==> src/rtl/sfsd_pkg.sv <==
// Shared types and constants for the sync-framed sensor frame decoder.
package sfsd_pkg;

   localparam int DEF_CHANNELS = 12;
   localparam int BYTE_W       = 8;
   localparam int COUNT_W      = 22;
   localparam int VAL_W        = 23;
   localparam int CHAN_W       = 4;

   localparam logic [BYTE_W-1:0]  SYNC_BYTE = 8'hFF;
   localparam logic [COUNT_W-1:0] SCALE_Q12 = 22'd33;

   localparam logic CMD_BYTE    = 1'b0;
   localparam logic CMD_CAPTURE = 1'b1;

   typedef enum logic [6:0] {
      ST_SYNC1 = 7'b0000001,
      ST_SYNC2 = 7'b0000010,
      ST_HIGH  = 7'b0000100,
      ST_LOW   = 7'b0001000,
      ST_SUB   = 7'b0010000,
      ST_PEAK  = 7'b0100000,
      ST_EMIT  = 7'b1000000
   } state_type;

   typedef struct packed {
      logic load_high;
      logic load_count;
      logic calc_val;
      logic upd_peak;
      logic emit_step;
      logic capture;
      logic clr_frame;
   } dp_cmd_type;

   typedef struct packed {
      logic sync_hit;
      logic idx_last;
      logic walk_last;
      logic out_free;
   } dp_status_type;

endpackage

==> src/rtl/sfsd_ctrl.sv <==
// Controller: framing, sample sequencing and frame-end walk.
module sfsd_ctrl (
   input  logic                   clock,
   input  logic                   reset,
   input  logic                   req_valid,
   input  logic                   req_cmd,
   output logic                   req_ready,
   output sfsd_pkg::dp_cmd_type   cmd_o,
   input  sfsd_pkg::dp_status_type st_i
);
   import sfsd_pkg::*;

   state_type state_ff, state_in;
   logic      cap_ff, cap_in;
   logic      acc_byte;

   assign req_ready = (state_ff == ST_SYNC1) || (state_ff == ST_SYNC2) ||
                      (state_ff == ST_HIGH)  || (state_ff == ST_LOW);
   assign acc_byte  = req_valid && req_ready && (req_cmd == CMD_BYTE);

   always_comb begin
      state_in = state_ff;
      cap_in   = cap_ff;
      cmd_o    = '0;
      unique case (state_ff)
         ST_SYNC1: begin
            if (acc_byte && st_i.sync_hit) state_in = ST_SYNC2;
         end
         ST_SYNC2: begin
            if (acc_byte) begin
               if (st_i.sync_hit) begin
                  state_in        = ST_HIGH;
                  cmd_o.clr_frame = 1'b1;
               end else begin
                  state_in = ST_SYNC1;
               end
            end
         end
         ST_HIGH: begin
            if (acc_byte) begin
               cmd_o.load_high = 1'b1;
               state_in        = ST_LOW;
            end
         end
         ST_LOW: begin
            if (acc_byte) begin
               cmd_o.load_count = 1'b1;
               state_in         = ST_SUB;
            end
         end
         ST_SUB: begin
            cmd_o.calc_val = 1'b1;
            state_in       = ST_PEAK;
         end
         ST_PEAK: begin
            cmd_o.upd_peak = 1'b1;
            state_in       = st_i.idx_last ? ST_EMIT : ST_HIGH;
         end
         ST_EMIT: begin
            if (st_i.out_free) begin
               cmd_o.emit_step = 1'b1;
               cmd_o.capture   = cap_ff;
               if (st_i.walk_last) begin
                  cmd_o.clr_frame = 1'b1;
                  cap_in          = 1'b0;
                  state_in        = ST_SYNC1;
               end
            end
         end
         default: state_in = ST_SYNC1;
      endcase
      if (req_valid && req_ready && (req_cmd == CMD_CAPTURE)) cap_in = 1'b1;
   end

   always_ff @(posedge clock) begin
      if (reset) begin
         state_ff <= ST_SYNC1;
         cap_ff   <= 1'b1;
      end else begin
         state_ff <= state_in;
         cap_ff   <= cap_in;
      end
   end

endmodule

==> src/rtl/sfsd_dp.sv <==
// Datapath: sample scaling, offset stores, peak tracking and result register.
module sfsd_dp #(
   parameter int CHANNELS = sfsd_pkg::DEF_CHANNELS
) (
   input  logic                              clock,
   input  logic                              reset,
   input  logic [sfsd_pkg::BYTE_W-1:0]       req_rx_byte,
   input  sfsd_pkg::dp_cmd_type              cmd_i,
   output sfsd_pkg::dp_status_type           st_o,
   input  logic                              rsp_ready,
   output logic                              rsp_valid,
   output logic [sfsd_pkg::CHAN_W-1:0]       rsp_channel,
   output logic signed [sfsd_pkg::VAL_W-1:0] rsp_sample_value,
   output logic                              rsp_last,
   output logic [sfsd_pkg::COUNT_W-1:0]      rsp_peak_magnitude,
   output logic [sfsd_pkg::CHAN_W-1:0]       rsp_peak_channel
);
   import sfsd_pkg::*;

   localparam int IDX_W = (CHANNELS > 1) ? $clog2(CHANNELS) : 1;
   localparam logic [IDX_W-1:0] IDX_LAST = IDX_W'(CHANNELS - 1);

   logic [BYTE_W-1:0]        high_ff;
   logic [COUNT_W-1:0]       count_ff;
   logic signed [VAL_W-1:0]  val_ff;
   logic [IDX_W-1:0]         idx_ff;
   logic [IDX_W-1:0]         walk_ff;
   logic [COUNT_W-1:0]       peak_ff;
   logic [IDX_W-1:0]         peak_ch_ff;
   logic signed [VAL_W-1:0]  sample_ff [CHANNELS];
   logic [COUNT_W-1:0]       offset_ff [CHANNELS];

   logic                     rsp_valid_ff;
   logic [CHAN_W-1:0]        rsp_channel_ff;
   logic signed [VAL_W-1:0]  rsp_value_ff;
   logic                     rsp_last_ff;
   logic [COUNT_W-1:0]       rsp_peak_ff;
   logic [CHAN_W-1:0]        rsp_peak_ch_ff;

   logic [IDX_W-1:0]         offs_addr;
   logic [COUNT_W-1:0]       offs_rd;
   logic signed [VAL_W-1:0]  walk_sample;
   logic [COUNT_W-1:0]       count_in;
   logic signed [VAL_W-1:0]  val_in;
   logic [VAL_W-1:0]         val_neg;
   logic [COUNT_W-1:0]       mag;
   logic [VAL_W-1:0]         cap_sum;

   assign offs_addr   = cmd_i.emit_step ? walk_ff : idx_ff;
   assign offs_rd     = offset_ff[offs_addr];
   assign walk_sample = sample_ff[walk_ff];
   assign count_in    = COUNT_W'({high_ff, req_rx_byte}) * SCALE_Q12;
   assign val_in      = signed'({1'b0, count_ff}) - signed'({1'b0, offs_rd});
   assign val_neg     = -val_ff;
   assign mag         = val_ff[VAL_W-1] ? val_neg[COUNT_W-1:0] : val_ff[COUNT_W-1:0];
   assign cap_sum     = walk_sample + signed'({1'b0, offs_rd});

   assign st_o.sync_hit  = (req_rx_byte == SYNC_BYTE);
   assign st_o.idx_last  = (idx_ff == IDX_LAST);
   assign st_o.walk_last = (walk_ff == IDX_LAST);
   assign st_o.out_free  = !rsp_valid_ff || rsp_ready;

   always_ff @(posedge clock) begin
      if (cmd_i.load_count) count_ff <= count_in;
      if (cmd_i.calc_val)   val_ff   <= val_in;
      if (cmd_i.upd_peak)   sample_ff[idx_ff] <= val_ff;
      if (cmd_i.emit_step) begin
         rsp_channel_ff <= CHAN_W'(walk_ff);
         rsp_value_ff   <= walk_sample;
         rsp_last_ff    <= (walk_ff == IDX_LAST);
         rsp_peak_ff    <= peak_ff;
         rsp_peak_ch_ff <= CHAN_W'(peak_ch_ff);
      end
   end

   always_ff @(posedge clock) begin
      if (reset) begin
         high_ff      <= '0;
         idx_ff       <= '0;
         walk_ff      <= '0;
         peak_ff      <= '0;
         peak_ch_ff   <= '0;
         rsp_valid_ff <= 1'b0;
         for (int i = 0; i < CHANNELS; i++) offset_ff[i] <= '0;
      end else begin
         if (cmd_i.load_high) high_ff <= req_rx_byte;
         if (cmd_i.upd_peak) begin
            if (mag > peak_ff) begin
               peak_ff    <= mag;
               peak_ch_ff <= idx_ff;
            end
            idx_ff <= st_o.idx_last ? '0 : idx_ff + 1'b1;
         end
         if (cmd_i.emit_step) begin
            walk_ff <= st_o.walk_last ? '0 : walk_ff + 1'b1;
            if (cmd_i.capture) offset_ff[walk_ff] <= cap_sum[COUNT_W-1:0];
         end
         if (cmd_i.clr_frame) begin
            idx_ff     <= '0;
            peak_ff    <= '0;
            peak_ch_ff <= '0;
         end
         if (cmd_i.emit_step)  rsp_valid_ff <= 1'b1;
         else if (rsp_ready)   rsp_valid_ff <= 1'b0;
      end
   end

   assign rsp_valid          = rsp_valid_ff;
   assign rsp_channel        = rsp_channel_ff;
   assign rsp_sample_value   = rsp_value_ff;
   assign rsp_last           = rsp_last_ff;
   assign rsp_peak_magnitude = rsp_peak_ff;
   assign rsp_peak_channel   = rsp_peak_ch_ff;

endmodule

==> src/rtl/sync_framed_sensor_frame_decoder_top.sv <==
// Top level of the sync-framed sensor frame decoder.
//
//   channel | ports                                              | direction
//   req     | req_valid req_ready req_cmd req_rx_byte             | in
//   rsp     | rsp_valid rsp_ready rsp_channel rsp_sample_value    | out
//           | rsp_last rsp_peak_magnitude rsp_peak_channel        |
//
// Sync, high-byte and capture items need only their handshake; a low byte passes through
// three steps (scale, offset subtract, peak update) in the one shared datapath.
// The frame-end walk gives one result per cycle while rsp is not stalled, CHANNELS in all;
// no req item is taken during the walk.
// Synchronous reset clears framing, peak and offsets and sets a capture pending.
module sync_framed_sensor_frame_decoder_top #(
   parameter int CHANNELS = sfsd_pkg::DEF_CHANNELS
) (
   input  logic                              clock,
   input  logic                              reset,
   input  logic                              req_valid,
   output logic                              req_ready,
   input  logic                              req_cmd,
   input  logic [sfsd_pkg::BYTE_W-1:0]       req_rx_byte,
   output logic                              rsp_valid,
   input  logic                              rsp_ready,
   output logic [sfsd_pkg::CHAN_W-1:0]       rsp_channel,
   output logic signed [sfsd_pkg::VAL_W-1:0] rsp_sample_value,
   output logic                              rsp_last,
   output logic [sfsd_pkg::COUNT_W-1:0]      rsp_peak_magnitude,
   output logic [sfsd_pkg::CHAN_W-1:0]       rsp_peak_channel
);
   import sfsd_pkg::*;

   dp_cmd_type    dp_cmd;
   dp_status_type dp_st;

   sfsd_ctrl u_ctrl (
      .clock     (clock),
      .reset     (reset),
      .req_valid (req_valid),
      .req_cmd   (req_cmd),
      .req_ready (req_ready),
      .cmd_o     (dp_cmd),
      .st_i      (dp_st)
   );

   sfsd_dp #(
      .CHANNELS (CHANNELS)
   ) u_dp (
      .clock              (clock),
      .reset              (reset),
      .req_rx_byte        (req_rx_byte),
      .cmd_i              (dp_cmd),
      .st_o               (dp_st),
      .rsp_ready          (rsp_ready),
      .rsp_valid          (rsp_valid),
      .rsp_channel        (rsp_channel),
      .rsp_sample_value   (rsp_sample_value),
      .rsp_last           (rsp_last),
      .rsp_peak_magnitude (rsp_peak_magnitude),
      .rsp_peak_channel   (rsp_peak_channel)
   );

`ifndef SYNTHESIS
   // never overwrite a result still waiting
   a_emit_free: assert property (@(posedge clock) disable iff (reset)
      dp_cmd.emit_step |-> dp_st.out_free)
      else $error("result register overwritten");

   // no item taken during the frame-end walk
   a_walk_blocks: assert property (@(posedge clock) disable iff (reset)
      dp_cmd.emit_step |-> !req_ready)
      else $error("item accepted during walk");

   a_cmd_onehot: assert property (@(posedge clock) disable iff (reset)
      $onehot0({dp_cmd.load_high, dp_cmd.load_count, dp_cmd.calc_val,
                dp_cmd.upd_peak, dp_cmd.emit_step}))
      else $error("conflicting datapath commands");
`endif

endmodule

==> config.mk <==
export PLATFORM = sky130hd
export DESIGN_NAME = sync_framed_sensor_frame_decoder_top
export DESIGN_NICKNAME = d
export VERILOG_FILES = /design/src/rtl/sfsd_pkg.sv /design/src/rtl/sfsd_ctrl.sv /design/src/rtl/sfsd_dp.sv /design/src/rtl/sync_framed_sensor_frame_decoder_top.sv
export SDC_FILE = /design/constraint.sdc
export NUM_CORES = 1
export LEC_CHECK = 0
export BUFFER_PORTS_ARGS = -buffer_cell sky130_fd_sc_hd__buf_2
export CORE_MARGIN = 4
export CORE_UTILIZATION = 35
export CTS_BUF_LIST = sky130_fd_sc_hd__clkbuf_4
export DETAILED_ROUTE_END_ITERATION = 7
export GPL_ROUTABILITY_DRIVEN = 0
export GPL_TIMING_DRIVEN = 0
export SLEW_MARGIN = 20
export SYNTH_ARGS = -nofsm -noshare
export SYNTH_HDL_FRONTEND = slang
export SYNTH_SLANG_ARGS = --single-unit
==> constraint.sdc <==
create_clock -name clock -period 19.6 [get_ports clock]
set_input_delay 2.94 -clock clock [delete_from_list [all_inputs] [get_ports clock]]
set_output_delay 2.94 -clock clock [all_outputs]
set_load 0.005 [all_outputs]
======== After elaboration in Yosys (flattened, before gate mapping) ========
Memory sizes are Yosys's and may differ from the RTL's. A register that Yosys moved wholly into a read port is not among the register bits.
Index checks and enable logic that the tools add are counted.
storage, ports and cells
  input bits .............................. 13
  word-level logic and storage cells ...... 96
  RAM bits ................................ 540
  flip-flop bits (word level) ............. 150
  memories kept ........................... 2
  output and inout bits ................... 56
cells by class
  mux-type cells .......................... 39
  $add $sub $neg .......................... 5
  bitwise logic cells ..................... 1
  reductions and logical operators ........ 16
  $lt $le $gt $ge ......................... 1
  $mul .................................... 1
  equal/unequal tests ..................... 16
memory list
  name            words  width  rd ports  clocked after Yosys merged registers in  wr ports  RTL line       text
  u_dp.sample_ff  12     23     1         1                                        1         sfsd_dp.sv:30  logic signed [VAL_W-1:0] sample_ff [CHANNELS];
  u_dp.offset_ff  12     22     1         0                                        12        sfsd_dp.sv:31  logic [COUNT_W-1:0] offset_ff [CHANNELS];
operator list
  cell                                                                  count
  7-bit two-way mux                                                     7
  7-bit case mux with 7 select lines                                    1
  22-bit two-way mux                                                    2
  4-bit two-way mux                                                     6
  22-bit by 22-bit subtractor with 23-bit output                        1
  22-bit adder                                                          1
  22-bit > comparator                                                   1
  16-bit by 6-bit multiplier with 22-bit output, second input constant  1
  22-bit negation                                                       1
  22-bit OR reduction                                                   1
  1-bit two-way mux                                                     19
  4-bit by 1-bit adder with 4-bit output, second input constant         2
  4-bit == test, second input constant                                  2
  8-bit == test, second input constant                                  1
  2-bit by 1-bit != test with 1-bit output, second input constant       4
  7-bit by 1-bit == test with 1-bit output, second input constant       1
  7-bit by 2-bit == test with 1-bit output, second input constant       1
  7-bit by 3-bit == test with 1-bit output, second input constant       1
  7-bit by 4-bit == test with 1-bit output, second input constant       1
  7-bit by 5-bit == test with 1-bit output, second input constant       1
  7-bit by 6-bit == test with 1-bit output, second input constant       1
  7-bit == test, second input constant                                  1
  3-bit two-way mux                                                     2
  6-bit AND reduction                                                   1
  11 further kinds                                                      19

======== Depth between registers and ports, before layout ========
  depth in word-level cells ............... 10
  depth in mapped cells ................... 29
  mapped depth without buffers ............ 23

======== Cells and area by module ========
Synthesis repeated with hierarchy kept, for this count alone.
unflattened totals
  cells, all modules ...................... 2275
  area total of the unflattened synthesis .. 34717.0 um^2
modules (own cells, without submodules)
  module     times used  seq. area each (um^2)  cells each  area an instance (um^2)
  sfsd_dp    1           22771.8                2193        34052.7
  sfsd_ctrl  1           160.2                  82          664.4

======== Least setup slack after synthesis ========
OpenSTA, ideal clock, no wires.
  kind .................................... input to register
  start ................................... input rsp_ready
  end ..................................... memory u_dp.offset_ff[12][19], data pin
  stages .................................. 22
  path slack .............................. 11.097 ns
  library setup time ...................... 0.263 ns
  required time ........................... 19.337 ns
  path buffers ............................ 4
  data arrival time ....................... 8.240 ns
  cell sequence ........................... nand2b_1 -> nand3_2 -> inv_2 -> buf_4 -> buf_2 -> buf_1 -> o21ai_0 -> o22ai_1 -> a2111o_1 -> inv_1 -> ha_1 -> a21o_1 -> a21oi_1 -> nand2b_1 -> inv_1 -> a311oi_1 -> o31ai_1 -> a31o_2 -> a21oi_1 -> xor2_1 -> buf_2 -> inv_1
RTL lines
  item         RTL line                                    text
  from (decl)  sync_framed_sensor_frame_decoder_top.sv:23  input logic rsp_ready,
  to (decl)    sfsd_dp.sv:31

==> metrics.md <==
| Metric | Value |
|---|---|
| Average size of a mapped cell | 12.5 µm² |
| Post-Synth Simple-Gate Area | 12.5% |
| Worst slew pin tran | 1.18 ns |
| Crit Reg-Reg Endpoint | u_dp.offset_ff[13][21] |
| Post-Synth Adder-Cell Area | 3.82% |
| Post-CTS Hold Buffers | 0 |
| Static Leak | 14.8 nW |
| Total grt overflow | 0 |
| NetSw | 0.966 mW |
| Initial antenna violation count | 7 |
| Startpoint Class | input port |
| Initial core utilization | 35.5% |
| Clk buf depth | 3 |
| Relative slew slack | 20.8% |
| Postcts setup bufs | 0 |
| Vias per inst | 5.22 |
| Top FF cell, synth | edfxtp_1 |
| TritonCTS buffer count | 198 |
| CP required | 20.39 ns |
| CP Capture Point | u_dp.offset_ff[13][21] |
| Final TNS setup | 0 ns |
| Post-Layout Cell Count | 4641 |
| Clk_skew | 0.0873 ns |
| Highest clock rate | 101 MHz |
| Clock Sinks | 782 |
| Final Hold Vio Count | 0 |
| Clock share of power | 38.0% |
| Compound-Gate Fraction of Synth Area | 7.40% |
| Top post-synthesis cells by area | edfxtp_1 (61%), mux4_2 (4.4%), nand2_1 (4.2%) |
| Area of the multi-input gates | 0.0117 mm² |
| Period minus WS final | 9.93 ns |
| # DRC | 0 |
| Layout cells sized above 1 | 17.1% |
| Die Width | 327 µm |
| DP Cell Count | 4287 |
| Root buf cell | clkbuf_4 |
| DRT Pass-1 Iters | 6 |
| Pins over their slew limit | 0 |
| Final setup violation count | 0 |
| WS Path Type | input port to register |
| Min Hold Slack | 0.434 ns |
| Mapped Area | 0.0357 mm² |
| I/O Buffers | 67 |
| Post-synthesis mux area share | 7.10% |
| CP arrival | 10.71 ns |
| Via Count | 24.2k |
| Post-synth EDFFs | 727 |
| First-pass GRT wire length | 148 mm |
| TritonCTS clock tree | built |
| Endpoint class of the critical path | register |
| Die area | 0.107 mm² |
| Largest net degree at the start of global routing | 30 |
| Xor-xnor portion of the synthesized cell area | 1.81% |
| Syn Nets | 2962 |
| Synthesized instance count | 2842 |
| Unrepaired setup endpoints after global routing | false |
| Resize count post-CTS | 0 |
| Wire length per cell | 21.5 µm |
| Clk_lat worst skew | 1.08 ns |
| Rows | 116 |
| DPL Wire Length | 69.0 mm |
| Fin nets | 3250 |
| Hold crit path type | register to register |
| Sequential cell area fraction in the yosys report | 64.3% |
| Pint | 2.72 mW |
| RR Startpoint | u_ctrl.state_ff[0] |
| Die H | 327 µm |
| Switch share | 26.2% |
| Critical Path Source | rsp_ready |
| Core area | 0.101 mm² |
| Total Wirelength | 99.7 mm |
| PwrDens | 90.3 mW/mm² |
| Worst-case reg-to-reg path depth | 26 |
| VDD IR max | 0.0000473 V |
| Flip-flop and latch area | 0.0229 mm² |
| Max-cap violations | 0 |
| Syn-to-layout area delta | 14.4% |
| Clk slew on worst S/H paths | 0.07 ns |
| I/O Pins | 69 |
| FILL cells | 9604 |
| Number of global-route vias before repair | 23.6k |
| Drt initial violations | 2471 |
| Routed Antenna Nets | 0 |
| Status | complete, no violations |
| Share of the synthesized area in the top cell type | 61.2% |
| Async SR Flop Fraction | 0% |
| GRT Util Overall | 18.4% |
| R2r setup slk | 11.01 ns |
| Crit path max fanout | 10 |
| H-tree levels | 4 |
| #FFs+latches synth | 782 |
| Sequential share of power | 50.8% |
| Area leader, netlist | edfxtp_1 |
| Netlist cell types | 83 |
| Combinational power share | 11.2% |
| YS warnings | 0 |
| Largest family of logic cells by synthesized area | simple AND/OR/NAND/NOR gates |
| Period utilization | 50.7% |
layout by cell type, fill, tap and decap left out, types with 84 or more instances in the layout:
cell	count
buf_2	84
edfxtp_1	727
o21ai_0	107
nor2_1	355
clkbuf_1	137
ha_1	105
nand2_1	402
inv_1	97
mux2i_1	85
a21oi_1	87
clkbuf_4	293
how the worst min path moves through the flow:
stage	slack [ns]	start	cells after the start	endpoint
4_1_cts	0.43	u_dp.peak_ff[8]	0	u_dp.rsp_peak_magnitude[8]
3_3_place_gp	0.41	u_dp.peak_ch_ff[1]	0	u_dp.rsp_peak_channel[1]
3_5_place_dp	0.42	u_dp.peak_ch_ff[1]	0	u_dp.rsp_peak_channel[1]
6_report	0.43	u_dp.peak_ff[8]	0	u_dp.rsp_peak_magnitude[8]
2_1_floorplan	0.41	u_dp.peak_ch_ff[0]	0	u_dp.rsp_peak_channel[0]
5_1_grt	0.45	u_dp.peak_ff[1]	0	u_dp.rsp_peak_magnitude[1]
state kept, by name, indices dropped and copies added (netlist names), named ones only:
| register | flops |
|---|---|
| u_dp.count_ff | 22 |
| u_ctrl.state_ff | 7 |
| u_dp.sample_ff | 276 |
| u_dp.walk_ff | 4 |
| u_dp.idx_ff | 4 |
| u_dp.rsp_peak_channel | 4 |
| u_dp.high_ff | 8 |
| u_dp.peak_ff | 22 |
| u_dp.rsp_peak_magnitude | 22 |
| u_dp.val_ff | 23 |
| u_ctrl.cap_ff | 1 |
| u_dp.rsp_sample_value | 23 |
| u_dp.rsp_channel | 4 |
| u_dp.rsp_last | 1 |
| u_dp.rsp_valid | 1 |
| u_dp.offset_ff | 352 |
| u_dp.peak_ch_ff | 4 |
cell families after synthesis:
family          after synthesis
buf+inv                     281
compound gates              408
xor+xnor                     73
simple gates               1025
mux                         165
flops                       782
fa+ha+maj                   108
power by group through the flow:
stage / registers, mW / clock network, mW / logic, mW
floorplan: 1.91 / 0 / 0.269
global placement: 1.91 / 0 / 0.400
detailed placement: 1.91 / 0 / 0.408
CTS: 1.87 / 1.43 / 0.410
global route: 1.87 / 1.52 / 0.449
finish: 1.87 / 1.40 / 0.413
cell type report:
type	instances	share of cell area, %
multi-input cells	1779	28.7
plain buffers	179	1.75
repair buffers	88	1.87
clock inverters	60	0.938
well taps	1357	4.16
inverters	102	0.938
diodes	1	0.00613
clock buffers	293	5.39
flip-flops and latches	782	56.2
through the flow:
step | setup WS (ns) | power (mW) | instance area [µm²] | utilization [%]
3_5_place_dp | 8.84 | 2.32 | 38200 | 38.0
4_1_cts | 10.00 | 3.72 | 40800 | 40.6
2_1_floorplan | 11.10 | 2.17 | 35700 | -
5_1_grt | 9.53 | 3.84 | 40800 | 40.6
3_3_place_gp | 8.31 | 2.31 | 37700 | 37.5
6_report | 9.67 | 3.68 | 40800 | 40.6
synth_stat cells, drive strengths merged (35+ instances only):
master and n:
o211ai 39, edfxtp 727, clkbuf 137, nand2 402
nand3 78, nor2 359, mux4 69, o21ai 111
nor3 35, buf 42, ha 105, dfxtp 55
inv 100, a21oi 87, mux2i 86, xnor2 56
routing by layer:
layer	wire length, µm	GRT usage, %
met5	7	0
met1	43800	25.9
met3	8080	3.41
met2	44900	28.6
met4	2780	6.72
worst max-delay path, cell delays in order:
cell and delay [ns]:
buf_2 0.08, nand2b_1 0.20, nand3_2 0.14, inv_2 0.10, buf_4 0.19, mux2i_1 0.48
clkbuf_1 0.50, clkbuf_1 0.49, clkbuf_1 0.60, clkbuf_1 0.52, nand2_1 0.11, a311oi_1 0.29
a211oi_1 0.08, a31oi_1 0.72, ha_1 0.37, a21o_1 0.14, a21oi_1 0.08, nand2b_1 0.15
inv_1 0.08, a311oi_1 0.12, o31ai_1 0.81, a31oi_1 0.17, o21bai_1 0.37, xnor2_1 0.30
clkbuf_1 0.46, inv_1 0.17
Power figures use the tool's default switching activity.
